**src/hw/rtl/gsa_pkg.sv**
```systemverilog
// Shared types and constants for the group statistics accumulator.
// Used by every module of the block; depends on nothing.
`default_nettype none

package gsa_pkg;

  // Field widths
  localparam int unsigned TIME_W    = 32;
  localparam int unsigned VALUE_W   = 16;
  localparam int unsigned CFG_W     = 13;
  localparam int unsigned GROUP_MAX = 4096;
  localparam int unsigned CNT_W     = 13;

  // Accumulator widths
  localparam int unsigned TSUM_W    = 44;
  localparam int unsigned VSUM_W    = 28;
  localparam int unsigned SQSUM_W   = 44;
  localparam int unsigned SQ_HALF   = SQSUM_W / 2;
  localparam int unsigned PROD_W    = CNT_W + SQSUM_W;
  localparam int unsigned VSQ_W     = 2 * VSUM_W;
  localparam int unsigned NN_W      = 2 * CNT_W - 1;

  // Divider and square root widths
  localparam int unsigned DIVN_W    = PROD_W + 16;
  localparam int unsigned DIVD_W    = VSUM_W;
  localparam int unsigned SQRT_IN_W = 50;
  localparam int unsigned SQRT_W    = SQRT_IN_W / 2;

  // Result widths
  localparam int unsigned MT_W      = 40;
  localparam int unsigned MV_W      = 24;
  localparam int unsigned RMS_W     = 24;
  localparam int unsigned ERR_W     = 24;
  localparam int unsigned RANGE_W   = 16;
  localparam int unsigned RATIO_W   = 32;
  localparam int unsigned OUT_W     = MT_W + MV_W + RMS_W + ERR_W + RANGE_W + 2 * RATIO_W;
  localparam int unsigned IN_W      = TIME_W + VALUE_W;

  localparam logic [CFG_W-1:0]   GROUP_SIZE_RST = CFG_W'(16);
  localparam logic [RATIO_W-1:0] RATIO_ONE      = RATIO_W'(65536);

  // One completed group handed from the front to the back
  typedef struct packed {
    logic [CNT_W-1:0]   n;
    logic [TSUM_W-1:0]  tsum;
    logic [VSUM_W-1:0]  vsum;
    logic [SQSUM_W-1:0] sqsum;
    logic [VALUE_W-1:0] vmax;
    logic [VALUE_W-1:0] vmin;
  } group_rec_t;

  // Queue status seen by both sides
  typedef struct packed {
    logic full;
    logic valid;
  } queue_stat_t;

endpackage

`default_nettype wire

```
**src/hw/rtl/gsa_front.sv**
```systemverilog
// Front end: accepts samples, accumulates sums, min and max, closes groups.
// Depends on gsa_pkg.
`default_nettype none

module gsa_front (
  input  wire logic                         clk,
  input  wire logic                         rst,
  input  wire logic                         cfg_wr_en,
  input  wire logic [gsa_pkg::CFG_W-1:0]    cfg_wr_data,
  input  wire logic                         in_valid,
  output logic                              in_ready,
  input  wire logic [gsa_pkg::TIME_W-1:0]   in_time,
  input  wire logic [gsa_pkg::VALUE_W-1:0]  in_value,
  input  wire gsa_pkg::queue_stat_t         q_stat,
  output logic                              push,
  output gsa_pkg::group_rec_t               rec
);

  logic [gsa_pkg::CFG_W-1:0]       gsize;
  logic [gsa_pkg::CNT_W-1:0]       cnt;
  logic [gsa_pkg::TSUM_W-1:0]      tsum;
  logic [gsa_pkg::VSUM_W-1:0]      vsum;
  logic [gsa_pkg::SQSUM_W-1:0]     sqsum;
  logic [gsa_pkg::VALUE_W-1:0]     vmax;
  logic [gsa_pkg::VALUE_W-1:0]     vmin;

  logic [gsa_pkg::CNT_W-1:0]       size_eff;
  logic [gsa_pkg::CNT_W-1:0]       cnt_next;
  logic [gsa_pkg::TSUM_W-1:0]      tsum_next;
  logic [gsa_pkg::VSUM_W-1:0]      vsum_next;
  logic [gsa_pkg::SQSUM_W-1:0]     sqsum_next;
  logic [gsa_pkg::VALUE_W-1:0]     vmax_next;
  logic [gsa_pkg::VALUE_W-1:0]     vmin_next;
  logic [2*gsa_pkg::VALUE_W-1:0]   vsq;
  logic                            accept;
  logic                            close;

  // Stall only when the queue has no room for a closed group
  assign in_ready = !q_stat.full;
  assign accept   = in_valid && in_ready;

  // Clamp the configured size into the legal range
  always_comb begin
    if (gsize == '0) begin
      size_eff = gsa_pkg::CNT_W'(1);
    end else if (gsize > gsa_pkg::CFG_W'(gsa_pkg::GROUP_MAX)) begin
      size_eff = gsa_pkg::CNT_W'(gsa_pkg::GROUP_MAX);
    end else begin
      size_eff = gsize;
    end
  end

  // Fold the new sample into the running totals
  always_comb begin
    vsq        = in_value * in_value;
    cnt_next   = cnt + gsa_pkg::CNT_W'(1);
    tsum_next  = tsum + gsa_pkg::TSUM_W'(in_time);
    vsum_next  = vsum + gsa_pkg::VSUM_W'(in_value);
    sqsum_next = sqsum + gsa_pkg::SQSUM_W'(vsq);
    vmax_next  = (in_value > vmax) ? in_value : vmax;
    vmin_next  = (in_value < vmin) ? in_value : vmin;
    close      = cnt_next >= size_eff;
  end

  assign push      = accept && close;
  assign rec.n     = cnt_next;
  assign rec.tsum  = tsum_next;
  assign rec.vsum  = vsum_next;
  assign rec.sqsum = sqsum_next;
  assign rec.vmax  = vmax_next;
  assign rec.vmin  = vmin_next;

  // Hold configuration and accumulators; clear after a group closes
  always_ff @(posedge clk) begin
    if (rst) begin
      gsize <= gsa_pkg::GROUP_SIZE_RST;
      cnt   <= '0;
      tsum  <= '0;
      vsum  <= '0;
      sqsum <= '0;
      vmax  <= '0;
      vmin  <= '1;
    end else begin
      if (cfg_wr_en) begin
        gsize <= cfg_wr_data;
      end
      if (accept) begin
        if (close) begin
          cnt   <= '0;
          tsum  <= '0;
          vsum  <= '0;
          sqsum <= '0;
          vmax  <= '0;
          vmin  <= '1;
        end else begin
          cnt   <= cnt_next;
          tsum  <= tsum_next;
          vsum  <= vsum_next;
          sqsum <= sqsum_next;
          vmax  <= vmax_next;
          vmin  <= vmin_next;
        end
      end
    end
  end

  a_cnt_below_max: assert property (@(posedge clk) disable iff (rst)
    cnt < gsa_pkg::CNT_W'(gsa_pkg::GROUP_MAX))
    else $error("group sample count reached its limit without closing");

endmodule

`default_nettype wire

```
**config.mk**
```make
export PLATFORM = sky130hd
export DESIGN_NAME = gsa_front
export DESIGN_NICKNAME = d
export VERILOG_FILES = /design/src/hw/rtl/gsa_pkg.sv /design/src/hw/rtl/gsa_front.sv
export SDC_FILE = /design/constraint.sdc
export NUM_CORES = 1
export LEC_CHECK = 0
export BUFFER_PORTS_ARGS = -buffer_cell sky130_fd_sc_hd__buf_4
export CORE_AREA = 2 2 181 183
export CTS_BUF_LIST = sky130_fd_sc_hd__clkbuf_8
export DETAILED_ROUTE_END_ITERATION = 16
export DIE_AREA = 0 0 183 185
export PLACE_DENSITY = 0.91
export SLEW_MARGIN = 20
export SYNTH_ARGS = -nofsm -noshare
export SYNTH_HDL_FRONTEND = slang
export SYNTH_SLANG_ARGS = --single-unit
```
**constraint.sdc**
```tcl
create_clock -name clk -period 11.05 [get_ports clk]
set_clock_uncertainty 0.1 [all_clocks]
set_input_delay 1.6575 -clock clk [delete_from_list [all_inputs] [get_ports clk]]
set_output_delay 1.6575 -clock clk [all_outputs]
set_load 0.02 [all_outputs]
```
Yosys cells after proc, flatten, opt, wreduce, memory -nomap -nowiden. Index checks and enable logic that the tools add are counted.

Add/subtract/negate cells: 4. Multiply operators: 1. Order comparisons: 4. Multiplexer cells: 10. Reductions and logical operators: 4.

Operators by type and width (number): 44-bit by 32-bit adder with 44-bit output (2); 44-bit 2-to-1 mux (2); 16-bit 2-to-1 mux (4); 13-bit 2-to-1 mux (3); 16-bit by 16-bit multiplier with 32-bit output (1); 28-bit by 16-bit adder with 28-bit output (1); 28-bit 2-to-1 mux (1); 16-bit greater-than comparator (1); 16-bit < comparator (1); 13-bit by 1-bit adder with 13-bit output (second input constant) (1); 13-bit >= comparator (1); 13-bit greater-than comparator (second input constant) (1); 13-bit zero test (1); 1-bit logical AND (2); 1-bit zero test (1).

Bits in registers: 174. Input bits: 67. Logic and storage cells: 30.

Logic depth before layout (Yosys ltp). Gate-level depths: netlist of run 1.

Depth after elaboration: 5. Depth in mapped cells: 26. Mapped depth without buffers: 24.

Worst setup path after synthesis of run 1. No wires, ideal clock.

Path kind: input to output. From: input port in_value[7] (netlist bit). To: output port rec[73] (netlist bit). Arrival time: 7763 ps. Required time: 9293 ps. Path slack: 1530 ps. Cell stages on the path: 22. Path buffers: 3. Cells stage by stage: clkbuf_1 > clkbuf_1 > nand2_1 > fa_1 > inv_1 > fa_1 > fa_1 > fa_1 > fa_1 > inv_1 > fa_1 > inv_1 > ha_1 > buf_2 > nand4_1 > nor2_1 > o311ai_0 > o21bai_1 > o311a_1 > nor3_1 > nand2_1 > xnor2_1.

RTL lines: from (decl) (RTL line gsa_front.sv:13) `input wire logic [gsa_pkg::VALUE_W-1:0] in_value,`; to (decl) (RTL line gsa_front.sv:16) `output gsa_pkg::group_rec_t rec`.

==> qor.yml, run 1 <==
min_to: "sqsum[3]"
postCtsSetupRepairBufs: 0
grt_pass1_wl_mm: 90.9
rsz0062_at_grt: "false"
wl_per_cell_um: 19.1
drt_wl_total_mm: 56.2
core_area_mm2: 0.0320
worstPathRequired_ns: 9.29
drv_slew: 0
portBuffers: 228
cpMaxStageDelayCell: "nor3_1"
antenna_found_initial: 2
grt_remaining_overflow: 0
min_path_cells: 2
critPathArrivalTime_ns: 8.50
wl_met2_mm: 27.4
grt_max_degree: 70
synth-edff-count: 0
hp-class: "reg -> reg"
crit_family: "adder cells"
layout.nets: 2995
hold_violations: 0
startpoint_type: "input pin"
gp_congestion: 0.971
initial_core_util: 0.609
fin_crit_sh: 0.929
cts_sinks: 174
diodes: 0
synth_cells: 2379
synth-compound-area-share: 0.170
synth-seq-cells: 174
clk_pin_slew_ns: 0.10
post_cts_resized: 0
maxCapViolCount: 0
antenna_left: 0
fp-row-count: 66
syn2layout_area_growth_pct: 11.8
ys_seq_area_frac: 0.179
grt_usage: 0.338
viasPerCell: 6.00
clk_latency_ns: 0.49
drc: 0
first_global_vias: 18500
cts_tree: "yes"
synthMuxAreaShare: 0.0124
synth_most_common_cell: "inv_1"
cts_buffers: 17
crit_top_cell: "fa_1"
final.setup.tns_ns: 0
dpl.hpwl_mm: 42.9
path_cells: "buf_4 -> inv_1 -> nor2_1 -> inv_1 -> fa_1 -> fa_1 -> fa_1 -> fa_1 -> inv_1 -> fa_1 -> inv_1 -> fa_1 -> inv_1 -> ha_1 -> o21a_1 -> a21oi_1 -> a21boi_1 -> nand2_1 -> o311a_1 -> nor3_1 -> nand2_1 -> xnor2_1 -> buf_4"
top_layer: "met5"
syn-num-nets: 2846
crit_fanout: 19
synth_area_leader_cell: "fa_1"
synth_xor_area_frac: 0.0557
synth_fa_ha_area_frac: 0.332
synth_area_mm2: 0.0195
synth_top_family_by_area: "adder cells"
min_from: "sqsum[3]"
r2r_slack_ns: 5.00
relSlewSlack: 0.282
yosysWarnings: 0
cp-end-kind: "output port"
rr_startpoint: "cnt[0]"
via_count: 17700
root_buffer: "clkbuf_8"
hold_buffers: 0
synth_area_leaders: "fa_1, dfxtp_1, ha_1"
final_area_mm2: 0.0218
synthFlopType: "dfxtp_1"
crit_type: "in -> out"
yosysUniqueCellTypes: 79
avgSynthCellArea_um2: 8.20
wl_met3_mm: 5.30
drt-pass1-iter-count: 5
drtIter0Drc: 1453
max_clock_freq_ghz: 0.0974
die_w_um: 183
die_h_um: 185
setup_viol: 0
synth_commonest_cells: "inv_1, nand2_1, ha_1"
yosysTopAreaCellShare: 0.202
yosys.area_share.simple: 0.149
clockBufferDepth: 2
r2r-end: "vmax[9]"
drive_gt1_frac: 0.120
m1WireLength_mm: 20.4
cts.htree.levels: 4
run_status: "finished clean"
io_pins: 230
async_flop_share: 0
reg2reg_depth: 17
place_area_mm2: 0.0214
slowest_delay_ns: 0.58
min_period_ns: 10.26
dieArea_mm2: 0.0339
path_buf_inv: 7
max_slew.worst_pin.slew_ns: 1.07
-- cell usage in the layout (no fill, tap or decap), types with 80 or more instances in the layout --
cell / netlist / layout
nor2_1: 121 / 119
a21oi_1: 139 / 139
fa_1: 197 / 197
dfxtp_1: 174 / 174
buf_4: 0 / 238
inv_1: 420 / 421
ha_1: 203 / 203
o21ai_0: 111 / 111
xnor2_1: 80 / 80
nand2_1: 254 / 253
-- through the flow --
| stage | instances | setup slack, ns | hold slack, ns | util |
|---|---|---|---|---|
| 6_report | 2949 | 0.788 | 0.361 | 0.680 |
| 2_1_floorplan | 2379 | 1.53 | 0.332 | - |
| 5_1_grt | 2949 | 0.472 | 0.391 | 0.680 |
| 4_1_cts | 2949 | 0.901 | 0.362 | 0.680 |
| 3_3_place_gp | 2917 | 1.04 | 0.341 | 0.668 |
| 3_5_place_dp | 2917 | 0.926 | 0.348 | 0.668 |
-- layer usage --
layer / global-route usage / vias up
met5: 0 / -
met4: 0.187 / 4
met3: 0.0912 / 205
met2: 0.591 / 830
met1: 0.375 / 8517
li1: - / 8142
-- how the worst max path moves through the flow --
| stage | slack (ns) | cells after the start | end | start |
|---|---|---|---|---|
| after CTS | 0.90 | 23 | rec[73] | in_value[10] |
| after floorplan | 1.53 | 22 | rec[73] | in_value[7] |
| after global routing | 0.47 | 23 | rec[73] | in_value[1] |
| after detailed placement | 0.93 | 23 | rec[73] | in_value[10] |
| after global placement | 1.04 | 23 | rec[73] | in_value[10] |
| final | 0.79 | 23 | rec[73] | in_value[10] |
-- final cells by class --
cell class / count / area (um2)
Clock inverter: 15 / 156
Fill cell: 2480 / 10200
Tap cell: 408 / 510
Multi-Input combinational cell: 1676 / 14100
Clock buffer: 17 / 234
Inverter: 421 / 1580
Timing Repair Buffer: 238 / 1790
Sequential cell: 174 / 3480
-- worst min-delay path, cell delays in order, from the launching register on --
cell and delay, ns:
dfxtp_1 0.32, nand2_1 0.05, a21oi_1 0.05
-- sequential cells by signal (all words and copies together) (netlist names) --
register	flops
cnt	13
gsize	13
sqsum	44
tsum	44
vmax	16
vmin	16
vsum	28
-- cells by family (layout without fill, tap and decap cells) --
kind of cell	count (synthesis)	in the layout
buffers and inverters	529	691
AO/OA/AOI/OAI	509	509
adder cells (fa/ha/maj)	400	400
XOR/XNOR	124	124
AND/OR/NAND/NOR	620	620
multiplexers	23	23
flip-flops	174	174
Power of run 1 is left out: the tool's default activity adds up to more than one toggle a clock period on the data nets, which glitch-free logic cannot reach.
==> run 2: changes to the inputs <==
CORE_AREA = 2 2 190 192   (was 2 2 181 183)
DIE_AREA = 0 0 192 194   (was 0 0 183 185)
PLACE_DENSITY = 0.88   (was 0.91)
clock period = 8.7 ns   (was 11.05 ns; I/O delays follow)
==> run 2 against run 1 <==
  * Sequential cell count stayed put
  * Worst hold slack gained 0.0021 ns
  * Critical endpoint is now rec[71]
  * Die area up 10%
  * Via count is 3.5% higher
  * Register-to-register slack worse by 1.7 ns
  * Wire length up 6.2%
  * Design area is 8.6% higher
==> qor.yml, run 2 (synthesis results as in run 1) <==
layout.nets: 3163  # was 2995
antenna_found_initial: 3  # was 2
setup_viol: 0  # unchanged
startpoint_type: "input pin"  # unchanged
layout_common_cells: "inv_1, buf_4, nand2_1"  # was inv_1, nand2_1, buf_4
io_pins: 230  # unchanged
fin_crit_sh: 0.994
clk_latency_ns: 0.49  # about the same
gp_congestion: 0.955  # was 0.971
wl_per_cell_um: 18.8  # was 19.1 um
dieArea_mm2: 0.0372  # was 0.0339 mm2
max_slew.worst_pin.slew_ns: 1.03  # was 1.07 ns
via_count: 18300  # was 17700
first_global_vias: 19000  # was 18500
cpMaxStageDelayCell: "fa_1"  # was nor3_1
crit_fanout: 5  # was 19
multi_input_area_mm2: 0.0145  # was 0.0141 mm2
clockBufferDepth: 2  # unchanged
crit_top_cell: "fa_1"  # unchanged
antenna_left: 0  # unchanged
rsz0062_at_grt: "true"  # was false
cts_sinks: 174  # unchanged
max_clock_freq_ghz: 0.116
relSlewSlack: 0.315  # was 0.282
grt_remaining_overflow: 0  # unchanged
root_buffer: "clkbuf_8"  # unchanged
fp-row-count: 69  # was 66
run_status: "finished clean"  # unchanged
path_cells: "buf_4 -> clkinvlp_4 -> buf_6 -> fa_1 -> inv_1 -> fa_1 -> inv_1 -> fa_1 -> inv_1 -> fa_1 -> fa_1 -> inv_1 -> fa_1 -> inv_1 -> ha_4 -> nand4_1 -> nor2_2 -> o311ai_4 -> o21bai_4 -> o311a_4 -> or3_4 -> nor2_4 -> xor2_2 -> buf_6"  # was buf_4 -> inv_1 -> nor2_1 -> inv_1 -> fa_1 -> fa_1 -> fa_1 -> fa_1 -> inv_1 -> fa_1 -> inv_1 -> fa_1 -> inv_1 -> ha_1 -> o21a_1 -> a21oi_1 -> a21boi_1 -> nand2_1 -> o311a_1 -> nor3_1 -> nand2_1 -> xnor2_1 -> buf_4
hp-class: "reg -> reg"  # unchanged
syn2layout_area_growth_pct: 21.3  # was 11.8%
crit_family: "adder cells"  # unchanged
drc: 0  # unchanged
hold_violations: 0  # unchanged
core_area_mm2: 0.0352  # was 0.0320 mm2
grt_pass1_wl_mm: 94.1  # was 90.9 mm
die_w_um: 192  # was 183 um
fin_util: 0.672  # was 0.680
initial_core_util: 0.554  # was 0.609
viasPerCell: 5.78  # was 6.00
slowest_delay_ns: 0.54  # was 0.58 ns
grt_max_degree: 58  # was 70
drtIter0Drc: 1416  # was 1453
nFillCells: 2746  # was 2480
drt-pass1-iter-count: 5  # unchanged
drv_slew: 0  # unchanged
drive_gt1_frac: 0.203  # was 0.120
clk_pin_slew_ns: 0.10  # about the same
cts_buffers: 17  # unchanged
portBuffers: 228  # unchanged
path_buf_inv: 9  # was 7
worstPathRequired_ns: 7.30  # was 9.29 ns
cts.htree.levels: 4  # unchanged
cts_tree: "yes"  # unchanged
reg_top3: "sqsum x44, tsum x44, vsum x28"  # unchanged
regArea_mm2: 0.00348  # unchanged
min_period_ns: 8.65
grt_usage: 0.319  # was 0.338
layout_commonest_cell: "inv_1"  # unchanged
cp-end-kind: "output port"  # unchanged
die_h_um: 194  # was 185 um
crit_type: "in -> out"  # unchanged
drt_wl_total_mm: 59.7  # was 56.2 mm
maxCapViolCount: 0  # unchanged
critPathArrivalTime_ns: 7.25  # was 8.50 ns
dpl.hpwl_mm: 46.2  # was 42.9 mm
## run 2: cell types whose count changed in the layout (fill, tap and decap cells not counted), sizes merged
cell	previous run	this run
bufinv	1	3
clkinvlp	2	3
clkbuf	17	20
diode	0	1
buf	238	406
inv	427	421
## run 2: cell type report
cell class | instances | share of cell area
Multi-Input combinational cell | 1676 | 0.611
Inverter | 421 | 0.0669
Sequential cell | 174 | 0.147
Clock inverter | 12 | 0.00666
Clock buffer | 20 | 0.0116
Tap cell | 461 | 0.0244
Antenna cell | 1 | 0.000106
Timing Repair Buffer | 406 | 0.132
## run 2: repair_timing
action / CTS / global route
setup buffers: 3 / 9
endpoints found under the setup margin: 13 / 26
endpoints found under the hold margin: 0 / 0
resized for setup: 15 / 93
pin swaps: 0 / 30
hold buffers: 0 / 0
## run 2: worst min-delay path, stage by stage, from the launching register on
cell and delay (ns):
dfxtp_1 0.33, nand2_1 0.05, a21oi_1 0.05
## run 2: path summary, 6_finish.rpt
path         slack, ns  cells past startpoint   endpoint         start
min reg2reg       0.36                      2   sqsum[3]      sqsum[3]
max               0.05                     24    rec[71]  in_value[12]
max reg2reg       3.28                     20  sqsum[39]     sqsum[10]
min               0.36                      2   sqsum[3]      sqsum[3]
## run 2: metrics by stage
step	cells	worst slack, ns	hold slack (ns)	area, um2	setup TNS (ns)
CTS	3161	-0.0156	0.362	23200	-0.0156
floorplan	2379	0.00381	0.332	19500	0
detailed placement	3126	-0.166	0.349	22700	-0.870
global placement	3126	-0.102	0.341	22700	-0.218
global route	3171	-0.0943	0.385	23700	-0.646
finish	3171	0.0486	0.363	23700	0
## run 2: routing by layer
layer	up-vias	part of all wire	wire, um	GRT usage
met1	8902	0.38	22600	0.371
met3	186	0.087	5190	0.0829
met5	-	0.00040	24	0
met4	4	0.054	3230	0.163
li1	8458	-	-	-
met2	776	0.48	28700	0.538
Power of run 2 is left out for the same reason.
