$ cat src/hw/rtl/gsa_pkg.sv
// Shared types and constants for the group statistics accumulator.
// Used by every module of the block; depends on nothing.
`default_nettype none

package gsa_pkg;

  // Field widths
  localparam int unsigned TIME_W    = 32;
  localparam int unsigned VALUE_W   = 16;
  localparam int unsigned CFG_W     = 13;
  localparam int unsigned GROUP_MAX = 4096;
  localparam int unsigned CNT_W     = 13;

  // Accumulator widths
  localparam int unsigned TSUM_W    = 44;
  localparam int unsigned VSUM_W    = 28;
  localparam int unsigned SQSUM_W   = 44;
  localparam int unsigned SQ_HALF   = SQSUM_W / 2;
  localparam int unsigned PROD_W    = CNT_W + SQSUM_W;
  localparam int unsigned VSQ_W     = 2 * VSUM_W;
  localparam int unsigned NN_W      = 2 * CNT_W - 1;

  // Divider and square root widths
  localparam int unsigned DIVN_W    = PROD_W + 16;
  localparam int unsigned DIVD_W    = VSUM_W;
  localparam int unsigned SQRT_IN_W = 50;
  localparam int unsigned SQRT_W    = SQRT_IN_W / 2;

  // Result widths
  localparam int unsigned MT_W      = 40;
  localparam int unsigned MV_W      = 24;
  localparam int unsigned RMS_W     = 24;
  localparam int unsigned ERR_W     = 24;
  localparam int unsigned RANGE_W   = 16;
  localparam int unsigned RATIO_W   = 32;
  localparam int unsigned OUT_W     = MT_W + MV_W + RMS_W + ERR_W + RANGE_W + 2 * RATIO_W;
  localparam int unsigned IN_W      = TIME_W + VALUE_W;

  localparam logic [CFG_W-1:0]   GROUP_SIZE_RST = CFG_W'(16);
  localparam logic [RATIO_W-1:0] RATIO_ONE      = RATIO_W'(65536);

  // One completed group handed from the front to the back
  typedef struct packed {
    logic [CNT_W-1:0]   n;
    logic [TSUM_W-1:0]  tsum;
    logic [VSUM_W-1:0]  vsum;
    logic [SQSUM_W-1:0] sqsum;
    logic [VALUE_W-1:0] vmax;
    logic [VALUE_W-1:0] vmin;
  } group_rec_t;

  // Queue status seen by both sides
  typedef struct packed {
    logic full;
    logic valid;
  } queue_stat_t;

endpackage

`default_nettype wire

$ cat src/hw/rtl/gsa_queue.sv
// Two-entry queue of completed group records between front and back.
// Depends on gsa_pkg.
`default_nettype none

module gsa_queue (
  input  wire logic                 clk,
  input  wire logic                 rst,
  input  wire logic                 push,
  input  wire gsa_pkg::group_rec_t  wr_rec,
  input  wire logic                 pop,
  output gsa_pkg::group_rec_t       rd_rec,
  output gsa_pkg::queue_stat_t      stat
);

  gsa_pkg::group_rec_t mem [2];
  logic       wr_ptr;
  logic       rd_ptr;
  logic [1:0] count;

  assign stat.full  = count == 2'd2;
  assign stat.valid = count != 2'd0;
  assign rd_rec     = mem[rd_ptr];

  // Store a record
  always_ff @(posedge clk) begin
    if (push) begin
      mem[wr_ptr] <= wr_rec;
    end
  end

  // Advance pointers and occupancy
  always_ff @(posedge clk) begin
    if (rst) begin
      wr_ptr <= 1'b0;
      rd_ptr <= 1'b0;
      count  <= 2'd0;
    end else begin
      if (push) begin
        wr_ptr <= !wr_ptr;
      end
      if (pop) begin
        rd_ptr <= !rd_ptr;
      end
      if (push && !pop) begin
        count <= count + 2'd1;
      end else if (pop && !push) begin
        count <= count - 2'd1;
      end
    end
  end

  a_no_push_full: assert property (@(posedge clk) disable iff (rst)
    push |-> (!stat.full || pop))
    else $error("group record written into a full queue");

endmodule

`default_nettype wire

$ cat config.mk
export PLATFORM = sky130hd
export DESIGN_NAME = gsa_queue
export DESIGN_NICKNAME = d
export VERILOG_FILES = /design/src/hw/rtl/gsa_pkg.sv /design/src/hw/rtl/gsa_queue.sv
export SDC_FILE = /design/constraint.sdc
export NUM_CORES = 1
export LEC_CHECK = 0
export BUFFER_PORTS_ARGS = -buffer_cell sky130_fd_sc_hd__clkbuf_2
export CORE_MARGIN = 2
export CORE_UTILIZATION = 45
export DETAILED_ROUTE_END_ITERATION = 10
export GPL_TIMING_DRIVEN = 1
export PLACE_DENSITY = 0.7
export RECOVER_POWER = 50
export SLEW_MARGIN = 20
export SYNTH_ARGS = -nofsm -noshare
export SYNTH_HDL_FRONTEND = slang
export SYNTH_SLANG_ARGS = --single-unit
$ cat constraint.sdc
create_clock -name clk -period 16.85 [get_ports clk]
set_input_delay 4.2125 -clock clk [delete_from_list [all_inputs] [get_ports clk]]
set_output_delay 4.2125 -clock clk [all_outputs]
set_load 0.02 [all_outputs]
[After elaboration in Yosys (flattened, before gate mapping)]
Memory sizes are Yosys's and may differ from the RTL's. A register that Yosys moved wholly into a read port is not among the register bits.
Cells that the tools add are included.
Cells by class
  reduce and logical (&&, ||, !) cells: 8
  multiplexer cells: 6
  eq/ne operators: 1
  add/sub/neg operators: 2
Operator list (number)
  1-bit zero test: 4
  1-bit two-way mux: 4
  2-bit two-way mux: 2
  2-bit nonzero test: 2
  2-bit by 1-bit adder with 2-bit output (second input constant): 1
  2-bit equality test (second input constant): 1
  1-bit logical AND: 2
  2-bit by 1-bit subtractor with 2-bit output (second input constant): 1
Word-level totals
  output and inout bits: 163
  word-level logic and storage cells: 21
  memories kept: 1
  register bits after elaboration: 4
  RAM bits: 322
Memory list
  mem: depth 2, bits a word 161, rd ports 1, clocked after memory_dff 1, wr ports 1, line gsa_queue.sv:15  | gsa_pkg::group_rec_t mem [2];

[Depth between registers and ports, before layout]
Gate-level depths: netlist of the first run.
  depth in word-level cells: 4
  mapped depth: 5

[Worst setup path after synthesis of the first run]
Ideal clock, no wire load.
  path type: in2reg
  from: input push
  to: memory mem[0][0] in the netlist's numbering, enable pin
  data arrival time: 11.170 ns
  stages on the path: 1
  slack: 4.976 ns
  path buffers: 0
  library setup time: 0.703 ns
  data required time: 16.147 ns
  cell sequence: nor2b_1
Between the ends
  cells in the longest elaborated chain, start to end: 2
Ends and longest elaborated chain
  from (decl): line gsa_queue.sv:8  | input wire logic push,
  1-bit two-way mux: line gsa_queue.sv:26  | if (push) begin
  1-bit two-way mux (not written as such): line gsa_queue.sv:27  | mem[wr_ptr] <= wr_rec;
  to (decl): line gsa_queue.sv:15
Every way passes these cells.

[Worst setup path after layout of the first run]
  from: input push
  to: memory mem[1][129] in the netlist's numbering, enable pin
The elaborated chain is that of the path after synthesis.

==> results of run 1 <==
## through the flow
step	instances	instance area, um2	setup WS [ps]
floorplan	523	12200	4980
global placement	1179	14100	10190
detailed placement	1181	14200	10280
CTS	1242	15200	9740
global route	1242	15000	9030
finish	1242	15000	9500
## critical path, cell delays in order
cell and delay, ps:
clkbuf_1 170, and2_0 2060, buf_4 970
## how the worst min path moves through the flow
stage                   from       end
floorplan           count[1]  count[1]
global placement    count[1]  count[1]
detailed placement  count[1]  count[1]
CTS                 count[1]  count[1]
global route        count[1]  count[1]
finish              count[1]  count[1]
## state kept, by name, indices dropped and copies added, names as in the netlist, named ones only
register and count:
wr_ptr 1, mem 322, count 2, rd_ptr 1
## cell type report
cell class,count,area share (%)
flip-flops and latches,327,64.9
multi-input cells,177,15.0
repair buffers,335,10.3
clock buffers,44,6.11
well taps,341,2.84
clock inverters,17,0.790
inverters,1,0.0249
## metal layers
| layer | global-route usage [%] | routed length (um) |
|---|---|---|
| met5 | 0 | 0 |
| met4 | 4.72 | 523 |
| met3 | 5.38 | 2060 |
| met2 | 25.9 | 11100 |
| met1 | 18.2 | 8690 |
## where the power goes
| group | leakage, nW | internal (mW) | switching [mW] |
|---|---|---|---|
| clock network | 0.507 | 0.403 | 0.290 |
| registers | 3.06 | 0.951 | 0.0153 |
| logic | 2.05 | 0.0983 | 0.137 |
| total | 5.63 | 1.45 | 0.442 |
## cells by family after synthesis
family,Yosys count,synth area share [%]
compound gates,2,0.0821
xor+xnor,4,0.288
fa+ha+maj,1,0.103
buf+inv,19,1.33
flops,327,80.2
mux,161,17.6
simple gates,9,0.380
## cells in the mapped netlist
cell type	instances	area share [%]
edfxtp_1	322	79
mux2_4	90	11
mux2_2	71	6.6
buf_6	11	1.0
buf_2	7	0.29
dfxtp_1	5	0.82
nor2_1	4	0.12
nor2b_1	2	0.10
xnor2_1	2	0.14
xor2_1	2	0.14
a21oi_1	1	0.041
and2_1	1	0.051
ha_1	1	0.10
inv_1	1	0.031
o21ai_0	1	0.041
or2_2	1	0.051
or3_1	1	0.051
## placed cells by master (no fill, tap or decap), types with 4 or more instances in the layout
master	Yosys	final
buf_4	0	6
clkbuf_2	0	217
clkbuf_1	0	120
clkinv_1	0	7
nor2_1	4	4
clkinv_2	0	4
inv_6	0	4
mux2_2	71	71
clkbuf_16	0	35
edfxtp_1	322	322
dfxtp_1	5	4
mux2_4	90	90
==> impl_metrics.yaml, run 1 <==
outcome:
  outcome: "finished with violations"
  violations: "max-capacitance violations, max-slew violations"
timing:
  period_share_pct: 43.6
  hold_slack_ps: 507
  fin_crit_ps: 7350
  worstMarginPinSlew_ps: 2780
  clock_skew_ps: 15.6
  max_slew_margin_pct: -85.7
  finalSetupViolCount: 0
  max_freq_mhz: 136
  rsz0062_at_grt: "false"
  final_max_slew_viol_count: 43
  fin_setup_tns_ps: 0
  finalHoldViolCount: 0
global_routing:
  grt_pass1_vias: 6181
  grt_first_pass_wirelength_mm: 33.4
  grt_overflow_total: 0
  grt_max_degree: 70
  grt_usage_pct: 15.2
  grt_antenna_before_repair: 0
floorplanning:
  fp.dieW_um: 169
  core_um2: 26800
  die_y_um: 169
  start_util_pct: 45.5
  dieArea_um2: 28400
  io_pins: 328
  floorplan.rows: 60
pwr:
  leakage_nw: 5.63
  cellPowerDensity_nw_per_um2: 126
  vdd_drop_max_mv: 0.0861
  power_mw: 1.89
hold_path:
  hp-class: "reg -> reg"
  hold_depth: 2
detailed_routing:
  drt-pass1-iter-count: 4
  via_count: 6033
  viasPerCell: 4.86
  drc: 0
  drt_iter0_markers: 387
  routedWlPerCell_um: 18.0
  wl_mm: 22.3
  drt.antenna.violating_nets: 0
layout:
  final_util_pct: 56.1
  multi_input_area_um2: 2250
  layout.nets: 1043
  drive_gt1_share_pct: 47.9
  area_delta_synth_final_pct: 23.5
  fillers: 2138
  register_area_um2: 9770
  diodes: 0
setup_path:
  endpoint: "mem[1][129]"
  cp_max_fo: 68
  r2r_setup_slack_ps: 13020
  worstPathRequired_ps: 16980
  arrival_ps: 7470
  reg2reg_to: "mem[1][129]"
  start_kind: "input pin"
  r2r_cells: 2
  path_class: "in -> reg"
  critPathLaunch: "push"
  r2r-start: "wr_ptr"
  cp-end-kind: "register"
clocking:
  clkTransAtPathRegs_ps: 60
  cts_root_buf: "clkbuf_16"
  cts_resized: 0
  postCtsHoldBufs: 0
  h-tree-depth: 2
  cts_buffers: 35
  clock_latency_ps: 500
  postCtsSetupBuffers: 0
  cts_num_sinks: 327
  cts_tree: "done"
  clock_path_buffers: 3
place:
  hpwl_mm: 14.8
  port_buffers: 327
  globalplace.congestion: 0.721
synth:
  synth-seq-cells: 327
  avgSynthCellArea_um2: 23.3
  syn_nets: 689
  synth_cell_type_count: 17
  synthesis.area_um2: 12200
  synth_seq_area_share_pct: 80.2
  ys_warn_count: 0
  synthCells: 523
flow_run:
  drv_cap: 1
No activity file was read; power rests on OpenSTA's default activity.
==> inputs of run 2 (changes only) <==
--- a/config.mk
+++ b/config.mk
@@ -5,12 +5,13 @@
 export SDC_FILE = /design/constraint.sdc
 export NUM_CORES = 1
 export LEC_CHECK = 0
+export ABC_AREA = 1
 export BUFFER_PORTS_ARGS = -buffer_cell sky130_fd_sc_hd__clkbuf_2
 export CORE_MARGIN = 2
 export CORE_UTILIZATION = 45
 export DETAILED_ROUTE_END_ITERATION = 10
 export GPL_TIMING_DRIVEN = 1
-export PLACE_DENSITY = 0.7
+export PLACE_DENSITY = 0.73
 export RECOVER_POWER = 50
 export SLEW_MARGIN = 20
 export SYNTH_ARGS = -nofsm -noshare
==> constraint.sdc (replaced) <==
create_clock -name clk -period 5.9 [get_ports clk]
set_input_delay 1.475 -clock clk [delete_from_list [all_inputs] [get_ports clk]]
set_output_delay 1.475 -clock clk [all_outputs]
set_load 0.02 [all_outputs]
==> impl_metrics.yaml, run 2 <==
clocking:
  postCtsHoldBufs: 0
  cts_tree: "done"
  cts_buffers: 34
  clock_latency_ps: 500
  clkTransAtPathRegs_ps: 60
  cts_root_buf: "clkbuf_16"
  clock_path_buffers: 3
  cts_resized: 0
  h-tree-depth: 2
  postCtsSetupBuffers: 0
  cts_num_sinks: 327
timing:
  max_freq_mhz: 223
  period_share_pct: 75.9
  clock_skew_ps: 9.50
  max_slew_margin_pct: -125
  fin_crit_ps: 4480
  fin_setup_tns_ps: 0
  fin_ws_ps: 1420
  worstMarginPinSlew_ps: 3380
  finalHoldViolCount: 0
  final_max_slew_viol_count: 109
  rsz0062_at_grt: "false"
  hold_slack_ps: 522
  finalSetupViolCount: 0
synth:
  synth_top_cells_by_area: "edfxtp_1, mux2_4, mux2_2"
  avgSynthCellArea_um2: 22.9
  synthesis.area_um2: 12200
  yosys-top-cells-count: "edfxtp_1, mux2_4, mux2_2"
  yosysMostFrequentCell: "edfxtp_1"
  synthArstFlopShare_pct: 0
  syn_nets: 700
  synth_cell_type_count: 16
  synth_enable_flop_cells: 322
  synth_top_cell_by_area: "edfxtp_1"
  ys.flop_type: "edfxtp_1"
  synthCells: 534
  synth_seq_area_share_pct: 80.0
  ys_warn_count: 0
  netlist.area_leader.share_pct: 79.2
  synth-seq-cells: 327
global_routing:
  grt_pass1_vias: 6324
  grt_overflow_total: 0
  grt_antenna_before_repair: 1
  grt_first_pass_wirelength_mm: 33.9
  grt_max_degree: 84
  grt_usage_pct: 15.4
detailed_routing:
  drc: 0
  drt-pass1-iter-count: 6
  drt.antenna.violating_nets: 0
  via_count: 6087
  wl_mm: 22.7
  viasPerCell: 4.85
  drt_iter0_markers: 331
  routedWlPerCell_um: 18.1
pwr:
  vdd_drop_max_mv: 0.323
  cellPowerDensity_nw_per_um2: 358
  leakage_nw: 5.69
  power_mw: 5.42
flow_run:
  drv_cap: 2
setup_path:
  crit_slowest_cell: "inv_1"
  critical_path.top_delay_family: "buffers and inverters"
  r2r_setup_slack_ps: 2220
  r2r_cells: 3
  worstPathRequired_ps: 6030
  cp_max_fo: 83
  path_class: "in -> reg"
  cp-end-kind: "register"
  cpPeakStageDelay_ps: 2360
  start_kind: "input pin"
  r2r-start: "wr_ptr"
  endpoint: "mem[1][34]"
  reg2reg_to: "mem[1][34]"
  crit_buf_inv: 3
  arrival_ps: 4610
  path_cells: "clkbuf_1, nand2_1, inv_1, buf_12"
  cp.depth: 4
  critPathLaunch: "push"
layout:
  top_regs: "mem x322, count x2"
  area_delta_synth_final_pct: 24.2
  final_util_pct: 56.6
  final_cell_area_um2: 15200
  instances_no_fill: 1254
  fillers: 2125
  layout.nets: 1052
  final_common_cell: "edfxtp_1"
  largest_register: "mem"
  largest_register_ffs: 322
  drive_gt1_share_pct: 47.1
  final_cell_mix: "edfxtp_1, clkbuf_2, clkbuf_1"
hold_path:
  hp-class: "reg -> reg"
floorplanning:
  floorplan.rows: 60
  die_y_um: 169
  io_pins: 328
  core_um2: 26800
  fp.dieW_um: 169
  start_util_pct: 45.5
  dieArea_um2: 28500
place:
  dp.cells: 1191
  globalplace.congestion: 0.736
  port_buffers: 327
  hpwl_mm: 15.1
  place_area_um2: 14200
  pre_cts_slack_ps: 2290
outcome:
  violations: "max-capacitance violations, max-slew violations"
  outcome: "finished with violations"
-- run 2: worst min path at each step --
stage          startpoint       end  slack, ps  cells after the start
2_1_floorplan      rd_ptr  register        480                      2
3_3_place_gp       rd_ptr    rd_ptr        490                      2
3_5_place_dp       rd_ptr    rd_ptr        510                      2
4_1_cts            rd_ptr    rd_ptr        530                      2
5_1_grt          count[1]  count[1]        570                      3
6_report           rd_ptr    rd_ptr        520                      2
-- run 2: area by class of cell --
cell class | count | area, um2 | area share (%)
clock buffer | 44 | 962 | 6.35
sequential | 327 | 9770 | 64.5
multi-input combinational | 180 | 2240 | 14.8
tap | 341 | 427 | 2.81
inverter | 9 | 33.8 | 0.223
clock inverter | 17 | 133 | 0.875
antenna | 2 | 5.00 | 0.0330
timing repair buffer | 334 | 1580 | 10.4
-- run 2: logic make-up after synthesis --
family,synth area share (%)
compound gates,0.0819
mux,17.6
flops,80.0
fa+ha+maj,0.102
buf+inv,1.58
simple gates,0.502
xor+xnor,0.0718
-- run 2: worst reg2reg max path, cell delays in order, from the launching register on --
cell	delay, ps
dfxtp_1	360
nand2_1	60
inv_1	2360
buf_12	460
-- run 2: metal layers --
| layer | vias up | track usage (%) | share of wire (%) |
|---|---|---|---|
| li1 | 2823 | - | - |
| met1 | 2967 | 19.2 | 41 |
| met2 | 250 | 25.1 | 48 |
| met3 | 47 | 5.24 | 8.3 |
| met4 | 0 | 5.85 | 2.9 |
| met5 | - | 0 | 0 |
-- run 2: power breakdown --
part | switching, mW | internal (mW)
logic | 0.359 | 0.267
clock network | 0.815 | 1.24
registers | 0.0464 | 2.70
==> inputs of run 3 (changes only) <==
--- a/config.mk
+++ b/config.mk
@@ -11,7 +11,7 @@
 export CORE_UTILIZATION = 45
 export DETAILED_ROUTE_END_ITERATION = 10
 export GPL_TIMING_DRIVEN = 1
-export PLACE_DENSITY = 0.73
+export PLACE_DENSITY = 0.7
 export RECOVER_POWER = 50
 export SLEW_MARGIN = 20
 export SYNTH_ARGS = -nofsm -noshare
==> constraint.sdc (replaced) <==
create_clock -name clk -period 4.7 [get_ports clk]
set_input_delay 1.175 -clock clk [delete_from_list [all_inputs] [get_ports clk]]
set_output_delay 1.175 -clock clk [all_outputs]
set_load 0.02 [all_outputs]
==> impl_metrics.yaml, run 3 (synthesis results as in run 2) <==
detailed_routing:
  drt.antenna.violating_nets: 0
  via_count: 6072
  wl_mm: 23.1
  drt_iter0_markers: 425
  drc: 0
  drt-pass1-iter-count: 4
  routedWlPerCell_um: 18.3
  viasPerCell: 4.83
clocking:
  cts_num_sinks: 327
  postCtsSetupBuffers: 0
  h-tree-depth: 2
  cts_resized: 0
  clock_latency_ps: 500
  clock_path_buffers: 3
  postCtsHoldBufs: 0
  cts_root_buf: "clkbuf_16"
  cts_buffers: 34
  clkTransAtPathRegs_ps: 60
  cts_tree: "done"
hold_path:
  hold_depth: 2
  min-delay-start: "wr_ptr"
  hp-class: "reg -> reg"
  hold_end: "wr_ptr"
setup_path:
  r2r-start: "wr_ptr"
  r2r_setup_slack_ps: 1720
  path_class: "in -> reg"
  crit_slowest_cell: "nor2_1"
  reg2reg_to: "mem[1][14]"
  start_kind: "input pin"
  crit_buf_inv: 3
  cp-end-kind: "register"
  critical_path.top_delay_family: "simple AND/OR/NAND/NOR gates"
  cp_max_fo: 20
  worstPathRequired_ps: 4800
  cpPeakStageDelay_ps: 1290
  cpMostUsedCell: "clkbuf_1"
  path_cells: "clkbuf_1, inv_1, nor2_1, clkbuf_1"
  r2r_cells: 4
  arrival_ps: 3640
timing:
  max_freq_mhz: 283
  finalSetupViolCount: 0
  fin_crit_ps: 3540
  period_share_pct: 75.3
  worstMarginPinSlew_ps: 1880
  hold_slack_ps: 515
  finalHoldViolCount: 0
  fin_setup_tns_ps: 0
  fin_ws_ps: 1160
  final_max_slew_viol_count: 115
  clock_skew_ps: 8.78
  rsz0062_at_grt: "false"
  max_slew_margin_pct: -25.5
global_routing:
  grt_overflow_total: 0
  grt_antenna_before_repair: 1
  grt_busiest_layer: "met2"
  grt_first_pass_wirelength_mm: 34.4
  grt_max_degree: 71
  grt_usage_pct: 15.8
  met3_usage_pct: 5.75
  grt_use_met1_pct: 19.3
  met2_usage_pct: 26.3
  grt_pass1_vias: 6142
place:
  pre_cts_slack_ps: 1630
  hpwl_mm: 15.5
  globalplace.congestion: 0.772
  port_buffers: 327
pwr:
  leakage_nw: 5.71
  cellPowerDensity_nw_per_um2: 452
  vdd_drop_max_mv: 0.269
outcome:
  violations: "max-capacitance violations, max-slew violations"
  outcome: "finished with violations"
layout:
  drive_gt1_share_pct: 47.2
  top_regs: "mem x322, count x2"
  final_common_cell: "edfxtp_1"
  final_cell_mix: "edfxtp_1, clkbuf_2, clkbuf_1"
  largest_register: "mem"
  largest_register_ffs: 322
  layout.nets: 1058
  diodes: 0
  final_util_pct: 56.7
  area_delta_synth_final_pct: 24.6
floorplanning:
  io_pins: 328
  dieArea_um2: 28500
  core_um2: 26800
  floorplan.rows: 60
  die_y_um: 169
  fp.dieW_um: 169
  start_util_pct: 45.5
flow_run:
  drv_cap: 3
-- run 3: through the flow --
step	instance area (um2)	cells	power (mW)
global placement	14300	1197	4.31
global route	15200	1258	7.14
detailed placement	14300	1197	4.33
CTS	15400	1258	6.98
finish	15200	1258	6.87
floorplan	12200	534	4.03
-- run 3: layout make-up --
cell class | count | area, um2
tap | 341 | 427
fill | 2116 | 11600
timing repair buffer | 340 | 1620
sequential | 327 | 9770
inverter | 9 | 37.5
clock inverter | 17 | 186
multi-input combinational | 180 | 2240
clock buffer | 44 | 920
-- run 3: worst reg2reg max path: cells and delay by family (launching register included) --
family | cells | cell delay, ps
flops | 1 | 340
simple gates | 1 | 90
buf+inv | 3 | 2080
-- run 3: worst max-delay path by stage --
stage                         from     endpoint  slack, ps  depth (start not counted)
after global routing          push  mem[0][159]        910                          4
after CTS                 register  rd_rec[149]       1150                          3
final                         push  mem[0][157]       1160                          4
after global placement        push   mem[1][19]       1640                          5
after detailed placement      push   mem[1][13]       1630                          5
after floorplan               push    mem[1][0]        650                          2
-- run 3: power breakdown --
group	internal, mW	switching (mW)
clock	1.60	1.03
combinational	0.340	0.463
sequential	3.38	0.0521
-- run 3: layer usage --
layer	share of wire [%]	wire [um]
met4	2.0	458
met2	49	11200
met1	40	9120
met5	0.065	15
met3	9.6	2220
